$ cat src/sv/compact_tagged_item_decoder_unit_assert.svh
// Assertion macros for the compact tagged item decoder.
`ifndef COMPACT_TAGGED_ITEM_DECODER_UNIT_ASSERT_SVH
`define COMPACT_TAGGED_ITEM_DECODER_UNIT_ASSERT_SVH

`ifndef SYNTHESIS

// Checks that the consequent holds in the same cycle as the antecedent.
`define CTID_ASSERT_SAME(label, clk, rst_n, ante, cons) \
  label: assert property (@(posedge clk) disable iff (!rst_n) (ante) |-> (cons)) \
    else $error("compact tagged item decoder check failed");

// Checks that the consequent holds in the cycle after the antecedent.
`define CTID_ASSERT_NEXT(label, clk, rst_n, ante, cons) \
  label: assert property (@(posedge clk) disable iff (!rst_n) (ante) |=> (cons)) \
    else $error("compact tagged item decoder check failed");

`else

`define CTID_ASSERT_SAME(label, clk, rst_n, ante, cons)
`define CTID_ASSERT_NEXT(label, clk, rst_n, ante, cons)

`endif

`endif

$ cat src/sv/ctid_pkg.sv
// Package with types and constants of the compact tagged item decoder.
package ctid_pkg;

  localparam int IN_DATA_W  = 8;
  localparam int OUT_DATA_W = 48;
  localparam int KIND_W     = 2;
  localparam int NUMBER_W   = 32;
  localparam int SLEN_W     = 6;
  localparam int BYTE_W     = 8;

  // Parser phase.
  typedef enum logic [1:0] {
    PH_HEADER  = 2'd0,
    PH_STRING  = 2'd1,
    PH_INTEGER = 2'd2
  } phase_t;

  // Result kinds.
  typedef enum logic [KIND_W-1:0] {
    KIND_LITERAL  = 2'd0,
    KIND_STR_HEAD = 2'd1,
    KIND_STR_BYTE = 2'd2,
    KIND_INTEGER  = 2'd3
  } kind_t;

  // Header type codes in bits 7:6.
  localparam logic [1:0] TYPE_STRING  = 2'b00;
  localparam logic [1:0] TYPE_POS_INT = 2'b01;
  localparam logic [1:0] TYPE_NEG_INT = 2'b10;
  localparam logic [1:0] TYPE_LITERAL = 2'b11;

  // Integer size codes in bits 5:4.
  localparam logic [1:0] SIZE_ONE   = 2'b00;
  localparam logic [1:0] SIZE_TWO   = 2'b01;
  localparam logic [1:0] SIZE_THREE = 2'b10;
  localparam logic [1:0] SIZE_FIVE  = 2'b11;

  // Result payload held in the output register.
  typedef struct packed {
    kind_t                kind;
    logic [NUMBER_W-1:0]  number;
    logic [SLEN_W-1:0]    string_length;
    logic [BYTE_W-1:0]    payload_byte;
    logic                 last_of_string;
  } result_t;

endpackage

$ cat src/sv/compact_tagged_item_decoder_unit.sv
// Top level of the compact tagged item decoder: input register, decode, result register.
//
//   channel | direction | tdata                               | tuser        | tlast
//   in_     | slave     | in_byte                             | frame_start  | -
//   out_    | master    | number, string_length, payload_byte | kind         | last_of_string
//
// One byte is taken every cycle while the result register is not stalled; each transfer
// passes the input register and then the result register, from which any result it makes is offered on out_.
// Rate is set by the single decode step between the two registers, which also
// updates the parser state. Reset clears the parser state and both valid flags.
// A stalled result register holds the byte in the input register and then
// drops in_tready; nothing is lost or repeated.
`include "compact_tagged_item_decoder_unit_assert.svh"

module compact_tagged_item_decoder_unit (
  input  logic                             clk,
  input  logic                             rst_n,
  input  logic                             in_tvalid,
  output logic                             in_tready,
  input  logic [ctid_pkg::IN_DATA_W-1:0]   in_tdata,   // [7:0] in_byte
  input  logic                             in_tuser,   // [0] frame_start
  output logic                             out_tvalid,
  input  logic                             out_tready,
  output logic [ctid_pkg::OUT_DATA_W-1:0]  out_tdata,  // [31:0] number, [37:32] string_length,
                                                       // [45:38] payload_byte, [47:46] zero
  output logic [ctid_pkg::KIND_W-1:0]      out_tuser,  // [1:0] kind
  output logic                             out_tlast   // last_of_string
);
  import ctid_pkg::*;

  // Input register.
  logic              in_valid_r;
  logic [BYTE_W-1:0] in_byte_r;
  logic              in_start_r;

  // Parser state.
  phase_t              phase_r, phase_nxt;
  logic [SLEN_W-1:0]   left_r, left_nxt;
  logic [NUMBER_W-1:0] acc_r, acc_nxt;
  logic                neg_r, neg_nxt;

  // Result register.
  logic    out_valid_r;
  result_t res_r, res_nxt;
  logic    emit;

  logic proc_go;

  // A byte is decoded when the result register is free or being emptied.
  assign proc_go   = in_valid_r && (!out_valid_r || out_tready);
  assign in_tready = !in_valid_r || proc_go;

  // Input register loads on every input transfer.
  always_ff @(posedge clk) begin
    if (!rst_n) begin
      in_valid_r <= 1'b0;
    end else if (in_tready) begin
      in_valid_r <= in_tvalid;
    end
    if (in_tready && in_tvalid) begin
      in_byte_r  <= in_tdata[BYTE_W-1:0];
      in_start_r <= in_tuser;
    end
  end

  // Decode one byte against the parser state.
  always_comb begin
    phase_t              ph;
    logic [SLEN_W-1:0]   lft;
    logic [NUMBER_W-1:0] acc;
    logic [NUMBER_W-1:0] acc_sh;
    logic [SLEN_W-1:0]   lft_dec;
    logic [NUMBER_W-1:0] nib;
    logic                neg_hdr;

    // A frame start abandons any partial item.
    ph      = in_start_r ? PH_HEADER : phase_r;
    lft     = in_start_r ? '0 : left_r;
    acc     = in_start_r ? '0 : acc_r;
    acc_sh  = {acc[NUMBER_W-BYTE_W-1:0], in_byte_r};
    lft_dec = lft - SLEN_W'(1);
    nib     = {{(NUMBER_W-4){1'b0}}, in_byte_r[3:0]};
    neg_hdr = (in_byte_r[7:6] == TYPE_NEG_INT);

    phase_nxt = ph;
    left_nxt  = lft;
    acc_nxt   = acc;
    neg_nxt   = in_start_r ? 1'b0 : neg_r;
    emit      = 1'b0;
    res_nxt   = '0;

    unique case (ph)
      PH_STRING: begin
        left_nxt = lft_dec;
        if (lft_dec == '0) begin
          phase_nxt = PH_HEADER;
        end
        emit                   = 1'b1;
        res_nxt.kind           = KIND_STR_BYTE;
        res_nxt.payload_byte   = in_byte_r;
        res_nxt.last_of_string = (lft_dec == '0);
      end
      PH_INTEGER: begin
        acc_nxt  = acc_sh;
        left_nxt = lft_dec;
        if (lft_dec == '0) begin
          phase_nxt      = PH_HEADER;
          emit           = 1'b1;
          res_nxt.kind   = KIND_INTEGER;
          res_nxt.number = neg_nxt ? ~acc_sh : acc_sh;
        end
      end
      default: begin
        unique case (in_byte_r[7:6])
          TYPE_LITERAL: begin
            emit           = 1'b1;
            res_nxt.kind   = KIND_LITERAL;
            res_nxt.number = {{(NUMBER_W-SLEN_W){1'b0}}, in_byte_r[SLEN_W-1:0]};
          end
          TYPE_STRING: begin
            if (in_byte_r[SLEN_W-1:0] != '0) begin
              phase_nxt = PH_STRING;
              left_nxt  = in_byte_r[SLEN_W-1:0];
            end
            emit                  = 1'b1;
            res_nxt.kind          = KIND_STR_HEAD;
            res_nxt.string_length = in_byte_r[SLEN_W-1:0];
          end
          default: begin
            // Integer header, positive or negative.
            neg_nxt = neg_hdr;
            acc_nxt = nib;
            unique case (in_byte_r[5:4])
              SIZE_ONE: begin
                emit           = 1'b1;
                res_nxt.kind   = KIND_INTEGER;
                res_nxt.number = neg_hdr ? ~nib : nib;
              end
              SIZE_TWO: begin
                left_nxt  = SLEN_W'(1);
                phase_nxt = PH_INTEGER;
              end
              SIZE_THREE: begin
                left_nxt  = SLEN_W'(2);
                phase_nxt = PH_INTEGER;
              end
              default: begin
                // Five-byte form ignores the nibble.
                acc_nxt   = '0;
                left_nxt  = SLEN_W'(4);
                phase_nxt = PH_INTEGER;
              end
            endcase
          end
        endcase
      end
    endcase
  end

  // Parser state advances with each decoded byte.
  always_ff @(posedge clk) begin
    if (!rst_n) begin
      phase_r <= PH_HEADER;
      left_r  <= '0;
      acc_r   <= '0;
      neg_r   <= 1'b0;
    end else if (proc_go) begin
      phase_r <= phase_nxt;
      left_r  <= left_nxt;
      acc_r   <= acc_nxt;
      neg_r   <= neg_nxt;
    end
  end

  // Result register, emptied by an output transfer.
  always_ff @(posedge clk) begin
    if (!rst_n) begin
      out_valid_r <= 1'b0;
    end else if (proc_go) begin
      out_valid_r <= emit;
    end else if (out_tready) begin
      out_valid_r <= 1'b0;
    end
    if (proc_go && emit) begin
      res_r <= res_nxt;
    end
  end

  assign out_tvalid = out_valid_r;
  assign out_tdata  = {2'b00, res_r.payload_byte, res_r.string_length, res_r.number};
  assign out_tuser  = res_r.kind;
  assign out_tlast  = res_r.last_of_string;

  // A string or integer in progress always has bytes outstanding.
  `CTID_ASSERT_SAME(a_left_nonzero, clk, rst_n, phase_r != PH_HEADER, left_r != '0)
  // At most four integer bytes follow a header.
  `CTID_ASSERT_SAME(a_int_left_max, clk, rst_n, phase_r == PH_INTEGER, left_r <= SLEN_W'(4))
  // The last mark only accompanies a string payload byte.
  `CTID_ASSERT_SAME(a_last_kind, clk, rst_n, out_valid_r && res_r.last_of_string, res_r.kind == KIND_STR_BYTE)
  // A byte waiting for the result register stays in the input register.
  `CTID_ASSERT_NEXT(a_in_hold, clk, rst_n, in_valid_r && !proc_go, in_valid_r && $stable(in_byte_r))

endmodule
$ cat config.mk
export PLATFORM = sky130hd
export DESIGN_NAME = compact_tagged_item_decoder_unit
export DESIGN_NICKNAME = d
export VERILOG_FILES = /design/src/sv/ctid_pkg.sv /design/src/sv/compact_tagged_item_decoder_unit.sv
export VERILOG_INCLUDE_DIRS = /design/src /design/src/sv
export SDC_FILE = /design/constraint.sdc
export NUM_CORES = 1
export LEC_CHECK = 0
export ABC_AREA = 1
export BUFFER_PORTS_ARGS = -buffer_cell sky130_fd_sc_hd__buf_2
export CAP_MARGIN = 20
export CORE_MARGIN = 2
export CORE_UTILIZATION = 30
export DETAILED_ROUTE_END_ITERATION = 7
export HOLD_SLACK_MARGIN = 0.08
export PLACE_DENSITY = 0.51
export SLEW_MARGIN = 20
export SYNTH_ARGS = -nofsm -noshare
export SYNTH_HDL_FRONTEND = slang
export SYNTH_SLANG_ARGS = --single-unit
$ cat constraint.sdc
create_clock -name clk -period 3 [get_ports clk]
set_input_delay 0.45 -clock clk [delete_from_list [all_inputs] [get_ports clk]]
set_output_delay 0.45 -clock clk [all_outputs]
set_load 0.02 [all_outputs]
==> flow_summary.yaml <==
run_status:
  status: "complete, no violations"
timing:
  rsz0062_at_grt: "no"
  hold_ws_ps: 283
  fin_crit_sh_pct: 82.5
  max_freq_mhz: 404
  finalSetupViolations: 0
  max_slew_margin_pct: 50.5
  hold_viol: 0
  fin_tns_setup_ps: 0
  fin_crit_ps: 2480
  tightest_slew_ps: 742
  fin_ws_ps: 524
  skew_ps: 9.76
  slew_viol_final: 0
layout:
  final.fill_count: 1562
  n_antenna_cell: 0
  areaGrowthSynthToFinish_pct: 18.7
  final_cells: 791
  nets: 619
  final_layout_size_suffix_gt1_share_pct: 16.6
detailed_routing:
  routed_via_density: 5.00
  drc_errors: 0
  drt-initial-drc-count: 396
  vias: 3953
  avgRoutedWirePerCell_um: 15.4
  drtAntennaViolNets: 0
  wirelength_um: 12200
  drtPass1Iterations: 5
clock_network:
  cts_hold_buf: 0
  cts_num_sinks: 93
  cts-root-buf: "clkbuf_16"
  clk_latency_ps: 340
  cts.clk_slew.worst_paths_ps: 60
  htreeDepth: 3
  cts_setup_buffers: 0
  cts_buffers: 9
  cts_buffer_depth: 2
  cts_tree: "done"
  cts_resized: 0
worst_setup_path:
  r2r_setup_slack_ps: 520
  worstSetupEndpointType: "flop"
  ff2ff_path_depth: 10
  cp_max_fo: 18
  cp.required_ps: 3240
  path_class: "flop to flop"
  r2r_start: "in_start_r"
  r2r_end: "acc_r[15]"
  startpoint_type: "flop"
  arrival_ps: 2710
pwr:
  p_switching_uw: 834
  clkPwrFrac_pct: 39.1
  power_density_nw_per_um2: 575
  total_power_mw: 3.14
  irDropWorstVdd_uv: 252
  p_leak_nw: 2.27
  p_seq_share_pct: 47.1
  intPower_mw: 2.31
  switching_share_pct: 26.5
  power_frac_comb_pct: 13.8
global_route:
  overflow: 0
  grt.total_usage_pct: 15.0
  grt_pass1_vias: 3712
  grt_max_degree: 50
  antenna_found_initial: 0
  grt_pass1_wl_um: 19100
placement:
  portBuffers: 63
  dpl_worst_slack_ps: 570
  place_congestion: 0.862
  placed_cells: 775
  dp_hpwl_um: 8450
synth:
  synth.distinct_cells: 26
  syn_avg_cell_area_sq_um: 8.53
  yosys_warnings: 0
  ys_seq_area_share_pct: 53.0
  synth.ff_latch_count: 93
  synth_area_sq_um: 4610
  syn_inst: 540
floorplanning:
  io_pins: 66
  dieArea_sq_um: 16400
  core.rowCount: 45
  die_x_um: 128
  die_height_um: 128
  start_util_pct: 30.5
  core_area_sq_um: 15100
hold_path:
  worstHoldPathCells: 1
  min-delay-start: "in_tdata[6]"
  min_to: "in_byte_r[6]"
  min_path_type: "input pin to flop"
run:
  drv_cap: 0
## critical path, stage by stage (launching register included)
cell	delay, ps
edfxtp_1	400
inv_2	90
nand2_1	90
inv_1	90
ha_1	250
inv_2	250
nand2_1	160
nand2_1	460
buf_4	260
nand2_1	60
a221oi_1	270
## metrics by stage
stage	utilization, %	area (sq um)
CTS	36.2	5470
finish	36.2	5470
floorplan	-	4620
detailed placement	34.1	5150
global placement	34.1	5150
global route	36.2	5470
## power by group through the flow
stage / combinational [mW] / sequential [mW] / clock, mW
2_1_floorplan: 0.243 / 1.55 / 0
3_3_place_gp: 0.430 / 1.51 / 0
3_5_place_dp: 0.433 / 1.51 / 0
4_1_cts: 0.434 / 1.48 / 1.26
5_1_grt: 0.479 / 1.49 / 1.31
6_report: 0.433 / 1.48 / 1.23
## area by class of cell
type | count | area, sq um | area share, %
timing repair buffer | 78 | 440 | 8.05
clock inverter | 5 | 85.1 | 1.56
clock buffer | 11 | 233 | 4.26
inverter | 72 | 274 | 5.01
multi-input combinational | 344 | 1760 | 32.2
sequential | 93 | 2440 | 44.7
tap | 188 | 235 | 4.30
## worst max path at each step
| stage | start | endpoint | slack, ps | cells after the start |
|---|---|---|---|---|
| floorplan | in_start_r | out_tdata[0] | 190 | 11 |
| global placement | in_start_r | acc_r[23] | 630 | 9 |
| detailed placement | in_start_r | out_tdata[17] | 570 | 12 |
| CTS | in_start_r | acc_r[17] | 550 | 10 |
| global route | in_start_r | acc_r[23] | 330 | 10 |
| finish | in_start_r | acc_r[15] | 520 | 10 |
## Yosys cell counts, drive strengths merged
cell type	number	area (sq um)
o211ai	6	45.0
o221ai	4	35.0
edfxtp	58	1740
buf	13	68.8
conb	1	3.75
a221oi	20	175
a31oi	7	43.8
xor2	9	78.8
nand3	15	80.1
ha	8	100
o31ai	2	15.0
nor3	1	5.00
nor2	62	238
clkbuf	19	71.3
nand2	85	319
dfxtp	35	701
a21oi	58	290
o21ai	64	320
o22ai	1	6.26
inv	72	270
## metal layers
metal / share of wire [%] / GRT usage, % / up-vias
li1: - / - / 1957
met1: 48 / 19.9 / 1882
met4: 1.2 / 5.37 / 0
met3: 4.3 / 3.01 / 10
met2: 47 / 24.5 / 104
met5: 0 / 0 / -
## state kept, by name, summed over array words and instances, names as in the netlist, 2 cells and up
name,flops
out_tuser,2
phase_r,2
left_r,6
acc_r,24
in_byte_r,8
out_tdata,46
## cells by family (layout without fill, tap and decap cells)
| logic type | count (synthesis) | in the layout | synth area share (%) |
|---|---|---|---|
| and+or+nand+nor | 163 | 163 | 13.9 |
| buffers and inverters | 104 | 166 | 8.91 |
| other | 1 | 2 | 0.0814 |
| xor gates and xnor gates | 9 | 9 | 1.71 |
| AOI/OAI and AO/OA | 162 | 162 | 20.2 |
| adders and majority gates | 8 | 8 | 2.17 |
| DFF | 93 | 93 | 53.0 |
## layout by cell type, fill, tap and decap left out, drive strengths merged, types with 4 or more instances in the layout
master | synthesis | routed
inv | 72 | 72
o221ai | 4 | 4
nand3 | 15 | 15
o21ai | 64 | 64
a31oi | 7 | 7
a21oi | 58 | 58
xor2 | 9 | 9
edfxtp | 58 | 58
buf | 13 | 78
clkbuf | 19 | 11
a221oi | 20 | 20
dfxtp | 35 | 35
nor2 | 62 | 62
o211ai | 6 | 6
ha | 8 | 8
nand2 | 85 | 85
Note: power is estimated with default switching activity, not from simulation.
